File: src/hdl/assert_macros.svh
// ----------------------------------------------------------------------------
// Assertion macros
// Shared concurrent assertion wrappers; compiled out with NO_ASSERTIONS.
// ----------------------------------------------------------------------------
`ifndef ASSERT_MACROS_SVH
`define ASSERT_MACROS_SVH

`ifndef NO_ASSERTIONS

// combinational or overlapping property, checked every clock
`define HBD_ASSERT(lbl, clk, rst_n, prop) \
	lbl: assert property (@(posedge clk) disable iff (!rst_n) (prop)) \
		else $error("assertion failed");

// antecedent this cycle, consequent in the next
`define HBD_ASSERT_NEXT(lbl, clk, rst_n, ante, cons) \
	lbl: assert property (@(posedge clk) disable iff (!rst_n) (ante) |=> (cons)) \
		else $error("assertion failed");

`else

`define HBD_ASSERT(lbl, clk, rst_n, prop)
`define HBD_ASSERT_NEXT(lbl, clk, rst_n, ante, cons)

`endif

`endif

File: src/hdl/hbd_tap_cell.sv
// ----------------------------------------------------------------------------
// hbd_tap_cell
// One delay-line cell: holds one complex sample, passes it on each shift.
// ----------------------------------------------------------------------------
module hbd_tap_cell #(
	parameter int SAMPLE_BITS = 16
) (
	input  logic                          clk,
	input  logic                          arst_n,
	input  logic                          shift_en,
	input  logic signed [SAMPLE_BITS-1:0] d_i,
	input  logic signed [SAMPLE_BITS-1:0] d_q,
	output logic signed [SAMPLE_BITS-1:0] q_i,
	output logic signed [SAMPLE_BITS-1:0] q_q
);

	always_ff @(posedge clk or negedge arst_n) begin
		if (!arst_n) begin
			q_i <= '0;
			q_q <= '0;
		end else if (shift_en) begin
			q_i <= d_i;
			q_q <= d_q;
		end
	end

endmodule

File: config.mk
export PLATFORM = sky130hd
export DESIGN_NAME = hbd_tap_cell
export DESIGN_NICKNAME = d
export VERILOG_FILES = /design/src/hdl/assert_macros.svh /design/src/hdl/hbd_tap_cell.sv
export SDC_FILE = /design/constraint.sdc
export NUM_CORES = 1
export LEC_CHECK = 0
export BUFFER_PORTS_ARGS = -buffer_cell sky130_fd_sc_hd__buf_2
export CAP_MARGIN = 20
export CORE_ASPECT_RATIO = 0.75
export CORE_MARGIN = 2
export CORE_UTILIZATION = 37
export DETAILED_ROUTE_END_ITERATION = 8
export GPL_TIMING_DRIVEN = 0
export PLACE_DENSITY = 0.67
export SYNTH_ARGS = -nofsm -noshare
export SYNTH_HDL_FRONTEND = slang
export SYNTH_SLANG_ARGS = --single-unit
File: constraint.sdc
create_clock -name clk -period 1.95 [get_ports clk]
set_clock_uncertainty 0.1 [all_clocks]
set_input_delay 0.0975 -clock clk [delete_from_list [all_inputs] [get_ports clk]]
set_output_delay 0.0975 -clock clk [all_outputs]
set_load 0.02 [all_outputs]
# Yosys cells after proc, flatten, opt, wreduce, memory -nomap -nowiden
# Index checks and enable logic that the tools add are counted.
# word_totals
regBits,32
wordCells,2
out_inout_bits,32

# Longest topological paths before layout
# Gate-level depths: netlist of the first run.
# logic_depth
word_depth,0
depth_mapped,3
depth_no_buf,1

# Worst setup path before layout of the first run
# No wires, ideal clock.
# synth_timing
path_type,flip-flop to flip-flop
startpoint,"register, netlist name q_i[0]"
endpoint,register q_i[0]
setup_slack_ps,1015
setup_ps,125
t_required_ps,1725
arrival_time_ps,710
period_less_slack_ps,935
path_stages_with_launch,2
cell_sequence,dfrtp_1 -> mux2_4
# synth_rtl
item,line_no,text
"end signal, assigned",hbd_tap_cell.sv:22,q_i <= d_i;
"end, declared",hbd_tap_cell.sv:13,"output logic signed [SAMPLE_BITS-1:0] q_i,"

# Worst setup path in the final report of the first run
# layout_timing
startpoint,register q_i[6]
endpoint,output port q_i[6]
# No word-level cell between the ends.

==> out/results.ini, run 1 <==
[synthesis]
synth-adder-area-share_pct = 0
ys_seq_elements = 32
syn-cell-area_um2 = 1350
synth_xor_area_share_pct = 0
synth_seq_area_share_pct = 59.5
syn_inst = 68
syn_area_per_cell_um2 = 19.8
synth_top_family_by_area = multiplexers
synth-compound-area-share_pct = 0
synthMuxAreaShare_pct = 35.2
synth_nets = 103
yosysUniqueCellTypes = 5
yosysWarnings = 0
synth_simple_gate_area_share_pct = 0

[sta]
slew_headroom_pct = 53.9
slew_violations = 0
tns_ns = 0
grt_setup_unrepaired = no
fin_crit_sh_pct = 52.2
max_freq_mhz = 983
finalSetupViolations = 0
report.final.hold_viol_count = 0
worst_pin_slew_ns = 0.692
period_needed_ns = 1.02
hold_slack_ns = 0.0310

[cells_and_area]
final_nets = 208
drive_above_1_share_pct = 61.5
seq_area_um2 = 801
final_cell_mix = 65 x buf_2, 33 x dlygate4sd3_1, 32 x dfrtp_1, 30 x mux2_4, 6 x clkbuf_8
fin_cells = 214
multiInputGateArea_um2 = 473
nFillCells = 256
area_growth_pct = 59.2
finalInstanceArea_um2 = 2140
layout_commonest_cell = buf_2
antenna_cells = 0

[cts]
clkLatencyLatePin_ns = 0.27
clock_path_buffers = 2
cts_root_buffer = clkbuf_8
cts_sinks = 32
cts_tree = done
clk_pin_slew_ns = 0.06
cts_max_level = 2
cts_buffers = 5

[floorplanning]
core_area_um2 = 3380
die_y_um = 56.2
die_width_um = 73.6
design.die.area_um2 = 4140
ios = 67
initial_core_util_pct = 39.8
rows = 18

[power]
leakagePower_nw = 1.10
max-vdd-ir-drop_v = 0.000376
pwr_density_cell_nw_per_um2 = 779

[critical_path]
slowest_delay_ns = 0.39
worstPathCellList = buf_2
cp-end-kind = primary output
cpLargestDelayFamily = flip-flops
rr_startpoint = q_i[3]
cp_num_buf_inv = 1
worst_r2r_endpoint = q_i[3]
critical_path_arrival_ns = 0.82
slowest_stage = dfrtp_1
reg2reg_depth = 1
r2r_slack_ns = 1.07
crit_required_ns = 1.75
critPathLaunchType = flop
path_class = flop to primary output
cp_max_fo = 2

[grt]
grt_max_degree = 33
antenna_found_initial = 0
grt_pass1_vias = 1007
grt-ovfl-total = 0
grt_usage_pct = 15.1
grt_pass1_wl_um = 4640

[min_path]
worstHoldPathType = primary input to flop
worstHoldPathCells = 2
hold_start = shift_en
hold_end = q_q[15]

[detailed_routing]
drtPass1Iterations = 3
vias_per_cell = 4.39
vias = 940
post-route-drc-count = 0
drt_iter0_markers = 32
antenna_left = 0
drt_wl_total_um = 2940
wl_per_cell_um = 13.7

[placed_design]
gp_congestion = 0.701
portBuffers = 65
place_area_um2 = 1720
hpwl_um = 1840
dp_cells = 173

[outcome]
run_status = completed

[run]
drv_cap = 0

-- metal layers --
layer  up-vias  routed length, µm  global-route usage [%]
li1        444                  -                       -
met1       455               1230                    19.3
met2        39               1500                    24.1
met3         2                187                    5.43
met4         0                 19                    3.90
met5         -                  0                       0
-- repair_timing --
action / 4_1_cts / 5_1_grt
gates resized for setup: 0 / 0
buffers inserted: 0 / 0
endpoints found under the hold margin: 64 / 0
hold buffers: 33 / 0
-- cell families (layout without fill, tap and decap cells) --
logic type	count (synthesis)	count (layout)
flops	32	32
mux	32	32
buf+inv	4	110
-- report_power, final --
part           switching [mW]  internal [mW]
registers              0.0357          0.731
logic                   0.179          0.220
clock network           0.213          0.287
-- cell type report --
cell class,instances,area share (%)
Buffer,4,3.33
Clock buffer,8,4.21
Multi-Input combinational cell,32,22.1
Sequential cell,32,37.4
Tap cell,40,2.34
Timing Repair Buffer,98,30.6
-- cell usage after synthesis, drive strengths merged --
cell type  instances  share of area, %
dfrtp             32                60
buf                4               5.3
mux2              32                35
-- worst max-delay path by stage --
stage	start	end	slack (ns)	cells after the start
after floorplan	q_i[0]	q_i[0]	1.02	1
after global placement	shift_en	q_i[1]	1.06	3
after detailed placement	shift_en	q_q[12]	1.04	3
after CTS	q_i[10]	q_i[10]	0.91	1
after global routing	arst_n	q_q[5]	0.78	2
final	q_i[6]	q_i[6]	0.93	1
-- stage by stage --
stage	total power [mW]	utilization (%)	worst slack [ns]
finish	1.67	63.4	0.933
global route	1.76	63.4	0.780
CTS	1.69	63.4	0.914
detailed placement	1.13	50.9	1.04
global placement	1.12	50.9	1.06
floorplan	0.996	-	1.02
-- state kept, by name, indices dropped and copies added (netlist names) --
name	cells
q_i	16
q_q	16
(Power assumes the default switching activity.)
==> run 2: changes to the inputs <==
clock period = 1 ns   (was 1.95 ns; I/O delays follow)
==> out/results.ini, run 2 (same netlist as run 1, synthesis figures left out) <==
[power]
intPower_mw = 2.45  ; +98%
max-vdd-ir-drop_v = 0.000752  ; +100%
p_comb_share_pct = 24.8  ; +0.8 points
switching_share_pct = 25.6  ; -0.065 points
leakagePower_nw = 1.12  ; +1.6%
pwr_density_cell_nw_per_um2 = 1500  ; +93%
power_frac_seq_pct = 45.6  ; -0.4 points
power.total_mw = 3.30  ; +98%
switchingPower_mw = 0.846  ; +97%
power_frac_clock_pct = 29.6  ; -0.4 points

[cells_and_area]
nFillCells = 250  ; -2.3%
top_regs = q_i: 16 flops, q_q: 16 flops
area_growth_pct = 63.1
fin_cells = 214  ; unchanged
antenna_cells = 0  ; unchanged
drive_above_1_share_pct = 61.5  ; unchanged
layout_commonest_cell = buf_2
final_nets = 208  ; unchanged
final_cell_mix = 56 x buf_2, 33 x dlygate4sd3_1, 32 x dfrtp_1, 30 x mux2_4, 9 x buf_6

[cts]
clock_path_buffers = 2  ; unchanged
cts_tree = done
post-cts-setup-buffers = 0  ; unchanged
cts_max_level = 2  ; unchanged
cts_buffers = 5  ; unchanged
clkLatencyLatePin_ns = 0.27  ; about the same
cts_root_buffer = clkbuf_8
holdBufCountCts = 33  ; unchanged
cts_sinks = 32  ; unchanged
clk_pin_slew_ns = 0.06  ; about the same

[detailed_routing]
vias_per_cell = 4.41  ; +0.32%
drt_iter0_markers = 24  ; -25%
antenna_left = 0  ; unchanged
post-route-drc-count = 0  ; unchanged
wl_per_cell_um = 13.9  ; +1.2%
vias = 943  ; +0.32%
drtPass1Iterations = 3  ; unchanged
drt_wl_total_um = 2970  ; +1.2%

[sta]
slew_headroom_pct = 71.3  ; +17 points
report.final.hold_viol_count = 2  ; +2
grt_setup_unrepaired = yes
worst_pin_slew_ns = 0.431  ; -0.261 ns
slew_violations = 0  ; unchanged
worst_slack_ns = 0.0308  ; -0.902 ns
tns_ns = 0  ; unchanged
finalSetupViolations = 0  ; unchanged
max_freq_mhz = 1030
period_needed_ns = 0.969
hold_slack_ns = -0.0161  ; -0.0471 ns
fin_crit_sh_pct = 96.9

[min_path]
worstHoldPathType = primary input to flop

[placed_design]
place_ws_ns = 0.133  ; -0.910 ns
hpwl_um = 1840  ; unchanged
portBuffers = 65  ; unchanged
dp_cells = 173  ; unchanged
gp_congestion = 0.701  ; unchanged

[critical_path]
r2r_slack_ns = 0.10  ; -0.97 ns
cp_max_fo = 2  ; unchanged
slowest_delay_ns = 0.39  ; about the same
worstPathCellList = buf_2
slowest_stage = dfrtp_1
cp-end-kind = primary output
cpLargestDelayFamily = flip-flops
path_class = flop to primary output
crit_required_ns = 0.85  ; -0.90 ns
cp_num_buf_inv = 1  ; unchanged
critical_path_arrival_ns = 0.82  ; about the same
critPathLaunchType = flop

[floorplanning]
die_y_um = 56.2  ; unchanged
initial_core_util_pct = 39.8  ; unchanged
core_area_um2 = 3380  ; unchanged
rows = 18  ; unchanged
ios = 67  ; unchanged
design.die.area_um2 = 4140  ; unchanged
die_width_um = 73.6  ; unchanged

[grt]
use_met3_pct = 5.43  ; unchanged
grt_pass1_wl_um = 4640  ; unchanged
gr-max-usage-layer = met2
grt-ovfl-total = 0  ; unchanged
use_met1_pct = 19.3  ; unchanged
grt_util_met2_pct = 24.1  ; unchanged
grt_pass1_vias = 1007  ; unchanged
grt_usage_pct = 15.1  ; unchanged
antenna_found_initial = 0  ; unchanged
grt_max_degree = 33  ; unchanged

[outcome]
violations = negative hold slack
run_status = finished, violations left

[run]
drv_cap = 0  ; unchanged

run 2: final timing paths:
check	start	end	cells after the start
max	q_q[12]	q_q[12]	1
min in group asynchronous	arst_n	q_i[3]	2
min	shift_en	q_q[15]	2
max reg2reg	q_i[3]	q_i[3]	1
max in group asynchronous	arst_n	q_q[1]	2
min reg2reg	q_q[9]	q_q[9]	1
run 2: power by group through the flow:
stage	Sequential, mW	Clock (mW)	Combinational (mW)
after floorplan	1.68	0	0.265
after global placement	1.51	0	0.672
after detailed placement	1.51	0	0.685
after CTS	1.50	1.01	0.785
after global routing	1.52	1.08	0.870
final	1.50	0.977	0.819
run 2: final cells by class:
type | instances | area, µm² | area share (%)
clock buffers | 8 | 90.1 | 4.11
well taps | 40 | 50.0 | 2.28
flip-flops and latches | 32 | 801 | 36.5
plain buffers | 4 | 71.3 | 3.25
repair buffers | 98 | 708 | 32.3
multi-input cells | 32 | 473 | 21.6
run 2: layer usage:
metal | share of wire (%) | vias up
met5 | 0 | -
met4 | 0.64 | 0
met3 | 6.4 | 2
met2 | 51 | 39
met1 | 42 | 458
li1 | - | 444
run 2: stage by stage:
stage | hold WS [ns] | cell area [µm²] | util [%]
floorplan | -0.346 | 1350 | -
global placement | 0.0129 | 1720 | 50.9
detailed placement | 0.0386 | 1720 | 50.9
CTS | -0.0261 | 2140 | 63.4
global route | -0.0260 | 2190 | 64.9
finish | -0.0161 | 2190 | 64.9
run 2: what timing repair did:
action                                  CTS  global route
endpoints found under the setup margin    0            40
endpoints found under the hold margin    64             2
resized for setup                         0            17
