## src/hdl/assert_macros.svh

```systemverilog
// ----------------------------------------------------------------------------
// Assertion macros
// Shared concurrent assertion wrappers; compiled out with NO_ASSERTIONS.
// ----------------------------------------------------------------------------
`ifndef ASSERT_MACROS_SVH
`define ASSERT_MACROS_SVH

`ifndef NO_ASSERTIONS

// combinational or overlapping property, checked every clock
`define HBD_ASSERT(lbl, clk, rst_n, prop) \
	lbl: assert property (@(posedge clk) disable iff (!rst_n) (prop)) \
		else $error("assertion failed");

// antecedent this cycle, consequent in the next
`define HBD_ASSERT_NEXT(lbl, clk, rst_n, ante, cons) \
	lbl: assert property (@(posedge clk) disable iff (!rst_n) (ante) |=> (cons)) \
		else $error("assertion failed");

`else

`define HBD_ASSERT(lbl, clk, rst_n, prop)
`define HBD_ASSERT_NEXT(lbl, clk, rst_n, ante, cons)

`endif

`endif

```

## src/hdl/hbd_pkg.sv

```systemverilog
// ----------------------------------------------------------------------------
// hbd_pkg
// Types and constants for the complex half-band decimator.
// ----------------------------------------------------------------------------
package hbd_pkg;

	localparam int COEF_BITS    = 18;
	localparam int NUM_COEFS    = 5;
	localparam int NUM_SIDES    = 4;
	localparam int ROUND_SHIFT  = 17;
	localparam int CFG_IDX_BITS = 3;

	// distance from center served by coefficient register k+1
	localparam int SIDE_DIST [NUM_SIDES] = '{7, 5, 3, 1};

	typedef logic signed [COEF_BITS-1:0] coef_t;

	typedef enum logic [CFG_IDX_BITS-1:0] {
		REG_COEF_CENTER = 3'd0,
		REG_COEF_DIST7  = 3'd1,
		REG_COEF_DIST5  = 3'd2,
		REG_COEF_DIST3  = 3'd3,
		REG_COEF_DIST1  = 3'd4
	} cfg_reg_t;

	typedef struct packed {
		logic en_s1;
		logic en_s2;
		logic en_s3;
		logic en_s4;
	} pipe_ctl_t;

endpackage

```

## src/hdl/hbd_lane.sv

```systemverilog
// ----------------------------------------------------------------------------
// hbd_lane
// One real lane of the filter: pre-add, multiply, add tree, round, saturate.
// ----------------------------------------------------------------------------
module hbd_lane import hbd_pkg::*; #(
	parameter int SAMPLE_BITS = 16
) (
	input  logic                          clk,
	input  pipe_ctl_t                     ctl,
	input  coef_t                         coef   [NUM_COEFS],
	input  logic signed [SAMPLE_BITS-1:0] center,
	input  logic signed [SAMPLE_BITS-1:0] side_a [NUM_SIDES],
	input  logic signed [SAMPLE_BITS-1:0] side_b [NUM_SIDES],
	output logic signed [SAMPLE_BITS-1:0] result
);

	localparam int SUM_W  = SAMPLE_BITS + 1;
	localparam int PW     = COEF_BITS + SUM_W;
	localparam int PART_W = PW + 1;
	localparam int ACC_W  = PW + 3;

	localparam logic signed [ACC_W-1:0] RND_C   = ACC_W'(1) << (ROUND_SHIFT - 1);
	localparam logic signed [ACC_W-1:0] SAT_MAX = ACC_W'((1 << (SAMPLE_BITS - 1)) - 1);
	localparam logic signed [ACC_W-1:0] SAT_MIN = ~SAT_MAX;

	logic signed [SAMPLE_BITS-1:0] center_s1;
	logic signed [SUM_W-1:0]       sum_s1  [NUM_SIDES];
	logic signed [PW-1:0]          prod_s2 [NUM_COEFS];
	logic signed [PART_W-1:0]      part_s3 [3];

	logic signed [PW-1:0]          coef_x  [NUM_COEFS];
	logic signed [PW-1:0]          smp_x   [NUM_COEFS];
	logic signed [ACC_W-1:0]       acc_w;
	logic signed [ACC_W-1:0]       shr_w;
	logic signed [SAMPLE_BITS-1:0] sat_w;

	// stage 1: symmetric pre-add
	always_ff @(posedge clk) begin
		if (ctl.en_s1) begin
			center_s1 <= center;
			for (int j = 0; j < NUM_SIDES; j++) begin
				sum_s1[j] <= $signed({side_a[j][SAMPLE_BITS-1], side_a[j]})
					+ $signed({side_b[j][SAMPLE_BITS-1], side_b[j]});
			end
		end
	end

	// stage 2: one multiplier per coefficient
	always_comb begin
		smp_x[0] = {{(PW-SAMPLE_BITS){center_s1[SAMPLE_BITS-1]}}, center_s1};
		for (int j = 0; j < NUM_SIDES; j++) begin
			smp_x[j+1] = {{(PW-SUM_W){sum_s1[j][SUM_W-1]}}, sum_s1[j]};
		end
		for (int j = 0; j < NUM_COEFS; j++) begin
			coef_x[j] = {{(PW-COEF_BITS){coef[j][COEF_BITS-1]}}, coef[j]};
		end
	end

	always_ff @(posedge clk) begin
		if (ctl.en_s2) begin
			for (int j = 0; j < NUM_COEFS; j++) begin
				prod_s2[j] <= coef_x[j] * smp_x[j];
			end
		end
	end

	// stage 3: first level of the add tree
	always_ff @(posedge clk) begin
		if (ctl.en_s3) begin
			part_s3[0] <= $signed({prod_s2[0][PW-1], prod_s2[0]})
				+ $signed({prod_s2[1][PW-1], prod_s2[1]});
			part_s3[1] <= $signed({prod_s2[2][PW-1], prod_s2[2]})
				+ $signed({prod_s2[3][PW-1], prod_s2[3]});
			part_s3[2] <= $signed({prod_s2[4][PW-1], prod_s2[4]});
		end
	end

	// stage 4: final add, round half up, saturate
	always_comb begin
		acc_w = $signed({{2{part_s3[0][PART_W-1]}}, part_s3[0]})
			+ $signed({{2{part_s3[1][PART_W-1]}}, part_s3[1]})
			+ $signed({{2{part_s3[2][PART_W-1]}}, part_s3[2]})
			+ RND_C;
		shr_w = acc_w >>> ROUND_SHIFT;
		if (shr_w > SAT_MAX) begin
			sat_w = SAT_MAX[SAMPLE_BITS-1:0];
		end else if (shr_w < SAT_MIN) begin
			sat_w = SAT_MIN[SAMPLE_BITS-1:0];
		end else begin
			sat_w = shr_w[SAMPLE_BITS-1:0];
		end
	end

	always_ff @(posedge clk) begin
		if (ctl.en_s4) begin
			result <= sat_w;
		end
	end

endmodule
```

## config.mk

```make
export PLATFORM = sky130hd
export DESIGN_NAME = hbd_lane
export DESIGN_NICKNAME = d
export VERILOG_FILES = /design/src/hdl/assert_macros.svh /design/src/hdl/hbd_pkg.sv /design/src/hdl/hbd_lane.sv
export SDC_FILE = /design/constraint.sdc
export NUM_CORES = 2
export LEC_CHECK = 0
export BUFFER_PORTS_ARGS = -buffer_cell sky130_fd_sc_hd__buf_2
export CORE_ASPECT_RATIO = 2
export CORE_MARGIN = 3
export CORE_UTILIZATION = 60
export DETAILED_ROUTE_END_ITERATION = 7
export PLACE_DENSITY = 0.81
export SETUP_SLACK_MARGIN = 0.05
export SLEW_MARGIN = 30
export SYNTH_ARGS = -nofsm -noshare
export SYNTH_HDL_FRONTEND = slang
export SYNTH_SLANG_ARGS = --single-unit
```

## constraint.sdc

```tcl
create_clock -name clk -period 7.1 [get_ports clk]
set_input_delay 1.065 -clock clk [delete_from_list [all_inputs] [get_ports clk]]
set_output_delay 1.065 -clock clk [all_outputs]
set_load 0.03 [all_outputs]
```

-- Word-level counts from Yosys, hierarchy flattened
Memory sizes are Yosys's and may differ from the RTL's.
Cells that the tools add are included.
- output and inout port bits: 16
- input bits: 239
- bits in writable memories: 351
- register bits: 32
- memories: 3
- logic and storage cells: 28
- mux-type cells: 7
- add/sub/neg operators: 9
- $mul: 5
- $lt $le $gt $ge: 2
- memory list (name ; words ; width ; rd ports ; clocked after memory_dff ; wr ports ; RTL line ; RTL):
    prod_s2 ; 5 ; 35 ; 5 ; 0 ; 5 ; hbd_lane.sv:28 ; logic signed [PW-1:0] prod_s2 [NUM_COEFS];
    part_s3 ; 3 ; 36 ; 3 ; 0 ; 3 ; hbd_lane.sv:29 ; logic signed [PART_W-1:0] part_s3 [3];
    sum_s1 ; 4 ; 17 ; 4 ; 0 ; 4 ; hbd_lane.sv:27 ; logic signed [SUM_W-1:0] sum_s1 [NUM_SIDES];
- operators by type and width (cell ; number):
    multiplier 18 x 17 -> 35 bit ; 4
    adder 35 x 35 -> 36 bit ; 2
    adder 16 x 16 -> 17 bit ; 4
    adder 37 x 36 -> 38 bit ; 1
    adder 38 x 18 -> 38 bit (second input constant) ; 1
    adder 36 x 36 -> 37 bit ; 1
    multiplier 18 x 16 -> 34 bit ; 1
    greater-than comparator 21 x 16 -> 1 bit (second input constant) ; 1
    less-than comparator 21 x 16 -> 1 bit (second input constant) ; 1
    two-way mux 16 bit ; 1
    two-way mux 1 bit ; 6

-- Longest topological paths before layout
- depth in word-level cells: 5
- mapped depth: 27
- depth with buffers taken out: 26

-- Worst setup path after synthesis
No wires, ideal clock.
- path type: in2reg
- from: input coef[61] (netlist bit)
- to: memory prod_s2[0][69] (netlist bit) (data pin)
- arrival time: 6873 ps
- path slack: -33 ps
- library setup time: 260 ps
- data required time: 6840 ps
- path buffers: 1
- stages on the path: 23
- cell sequence: clkbuf_1 -> nand2_1 -> fa_1 -> inv_1 -> fa_1 -> inv_1 -> fa_1 -> inv_1 -> fa_1 -> fa_1 -> inv_1 -> fa_1 -> inv_1 -> ha_1 -> and3_1 -> and4_1 -> a211oi_1 -> o41ai_1 -> nor2b_1 -> o41ai_1 -> o311ai_0 -> a21oi_1 -> xnor2_1
- RTL lines (what ; RTL line ; RTL):
    from (decl) ; hbd_lane.sv:10 ; input coef_t coef [NUM_COEFS],
    to (decl) ; hbd_lane.sv:28 ;

==> results.yml <==
synthesis:
  ys_seq_elements: 381
  syn_nets: 9990
  synth_top_area_frac: 0.4187
  syn_inst: 7538
  synth_edf_count: 381
  synth_warnings: 0
  synthMostInstantiatedCell: "inv_1"
  synthFlopType: "edfxtp_1"
  synth_area_leaders: "fa_1 42%, edfxtp_1 15%, ha_1 11%"
  synth_common_cells: "1764 x inv_1, 1575 x fa_1, 771 x nand2_1"
  ys_async_sr_fraction: 0
  synth_area_um2: 75310
  synth.avg_cell_area_um2: 9.991
  yosysUniqueCellTypes: 72
  yosysTopAreaCell: "fa_1"
  yosysSeqAreaShare: 0.1519
sta:
  timing.slew.headroom: 0.3729
  worst_slew_pin_slew_ns: 0.9407
  max_freq_mhz: 146.5
  finalCritPeriodShare: 0.9617
  period_needed_ns: 6.828
  setup_viol: 0
  maxSlewViolCount: 0
  fin_skew_ns: 0.03470
  final-hold-violation-count: 0
  rsz0062_at_grt: "no"
global_routing:
  antenna_found_initial: 12
  grt_pass1_wl_mm: 316.5
  track_usage: 0.3148
  grt_start_max_net_pins: 83
  grt_overflow_total: 0
  grt_pass1_vias: 63010
floorplanning:
  ioPinCount: 255
  die_x_um: 256.5
  die_h_um: 507.0
  start_util: 0.6046
  core_area_um2: 124600
  die_area_um2: 130100
  row_count: 183
critical_path:
  crit_slowest_cell: "fa_1"
  reg2reg_from: "sum_s1[1][7]"
  worstPathMaxFanout: 6
  ff2ff_path_depth: 24
  startpoint: "coef[44]"
  timing.rr.end: "prod_s2[0][101]"
  cp_data_required_time_ns: 7.45
  cp.arrival_ns: 7.18
  slowest_delay_ns: 0.54
  regToRegSetupSlack_ns: 0.28
  crit_path_end_kind: "flop"
  start_kind: "input pin"
  critical_path_class: "in -> reg"
  cpMostUsedCell: "fa_1"
cts:
  cts_max_level: 2
  cts_tree: "built"
  clock_latency_ns: 0.62
  clkSlewWorstSetupHoldPaths_ns: 0.07
  root_buffer: "clkbuf_16"
  holdBufCountCts: 0
  cts-buffers-inserted: 41
  cts_sinks: 381
  cts_buffer_depth: 3
layout:
  area_delta_synth_final_pct: 9.983
  drive_gt1_frac: 0.1013
  final_cell_area_um2: 82830
  final_cells: 9778
  nNetsFinal: 10530
place:
  placed_cell_area_um2: 81000
  place.gp.congestion: 0.9808
  dp_cells: 9654
  dp_hpwl_mm: 169.7
  io_buffers: 254
detailed_routing:
  drt-met1-wl_mm: 57.51
  wl_met3_mm: 7.875
  wl_met2_mm: 110.6
  wire_per_inst_um: 20.35
  routed-via-count: 54890
  dr.pass1.iters: 8
  avgViaCountPerCell: 5.614
  drtIter0Drc: 2867
  ant_nets: 0
  drcViolationCount: 0
  routed_wl_mm: 199.0
  top_layer_used: "met5"
run:
  max_cap_viol_count: 0
worst_hold_path:
  whs_path_depth: 0
  hold_start: "prod_s2[0][163]"
  hold_path_end: "part_s3[0][95]"
  worst_hold_path_type: "reg -> reg"
run_status:
  outcome: "completed"
[per-stage QoR]
stage / setup TNS, ns / util / setup WS [ns] / hold slack (ns)
floorplan: 0 / - / 0.05622 / 0.4003
global placement: -3.509 / 0.6503 / -0.3362 / 0.4001
detailed placement: -6.460 / 0.6503 / -0.4035 / 0.4045
CTS: 0 / 0.6609 / 0.07269 / 0.4020
global route: 0 / 0.6650 / 0.006312 / 0.4224
finish: 0 / 0.6650 / 0.2717 / 0.4046
[timing repair]
item | CTS | global route
gates resized for setup | 0 | 21
buffers inserted | 0 | 42
setup endpoints to repair | 0 | 24
[state kept, by name, indices dropped and copies added (netlist names)]
signal and count:
sum_s1 68, prod_s2 174, part_s3 107, center_s1 16
result 16
[worst max path at each step]
stage / endpoint / slack (ns) / depth (start not counted)
floorplan: prod_s2[0][137] / 0.06 / 22
global placement: prod_s2[0][174] / -0.34 / 24
detailed placement: prod_s2[0][174] / -0.40 / 24
CTS: prod_s2[0][103] / 0.07 / 23
global route: prod_s2[0][101] / 0.006 / 25
finish: prod_s2[0][101] / 0.27 / 25
[worst max-delay path, delay by kind of cell]
family	cells	cell delay (ns)
XOR/XNOR	1	0.09
AO/OA/AOI/OAI	11	2.20
AND/OR/NAND/NOR	1	0.19
buffers and inverters	5	0.37
adder cells (fa/ha/maj)	7	3.28
[cell usage in the layout, fill, tap and decap left out, drive strengths merged, types with 9 or more instances in the layout]
| cell type | n |
|---|---|
| a211oi | 13 |
| a21boi | 28 |
| a21o | 89 |
| a21oi | 220 |
| a31oi | 15 |
| and2 | 756 |
| and3 | 19 |
| buf | 702 |
| clkbuf | 45 |
| clkinv | 14 |
| edfxtp | 381 |
| fa | 1575 |
| ha | 638 |
| inv | 1776 |
| nand2 | 771 |
| nand2b | 48 |
| nand3 | 56 |
| nand4 | 17 |
| nor2 | 210 |
| nor2b | 36 |
| nor3 | 45 |
| o2111ai | 13 |
| o211ai | 9 |
| o21a | 26 |
| o21ai | 133 |
| o21bai | 48 |
| o41ai | 12 |
| or3 | 12 |
| xnor2 | 251 |
| xor2 | 53 |
[cell type report]
type / instances / area (µm²)
multi-input combinational: 5183 / 56560
fill: 9666 / 41730
sequential: 381 / 11440
inverter: 1764 / 6621
timing repair buffer: 704 / 4782
tap: 1665 / 2083
clock buffer: 43 / 1033
clock inverter: 30 / 292.8
antenna: 8 / 20.02
[logic make-up (layout without fill, tap and decap cells)]
group           count (synthesis)  after routing  share of synthesized area
buf+inv                      1974           2541                    0.09843
other cells                     0              8                          0
xor+xnor                      304            304                    0.03535
flops                         381            381                     0.1519
compound gates                672            672                    0.05785
fa+ha+maj                    2213           2213                     0.5246
simple gates                 1992           1992                     0.1315
mux                             2              2                  0.0002658
[per-layer routing]
metal	GRT usage	up-vias
li1	-	23920
met1	0.2847	27790
met2	0.6017	2059
met3	0.03351	1117
met4	0.2919	4
met5	0	-
Power is not shown: default switching activity piles up to over one toggle a cycle in this logic, so the estimate is an artifact.
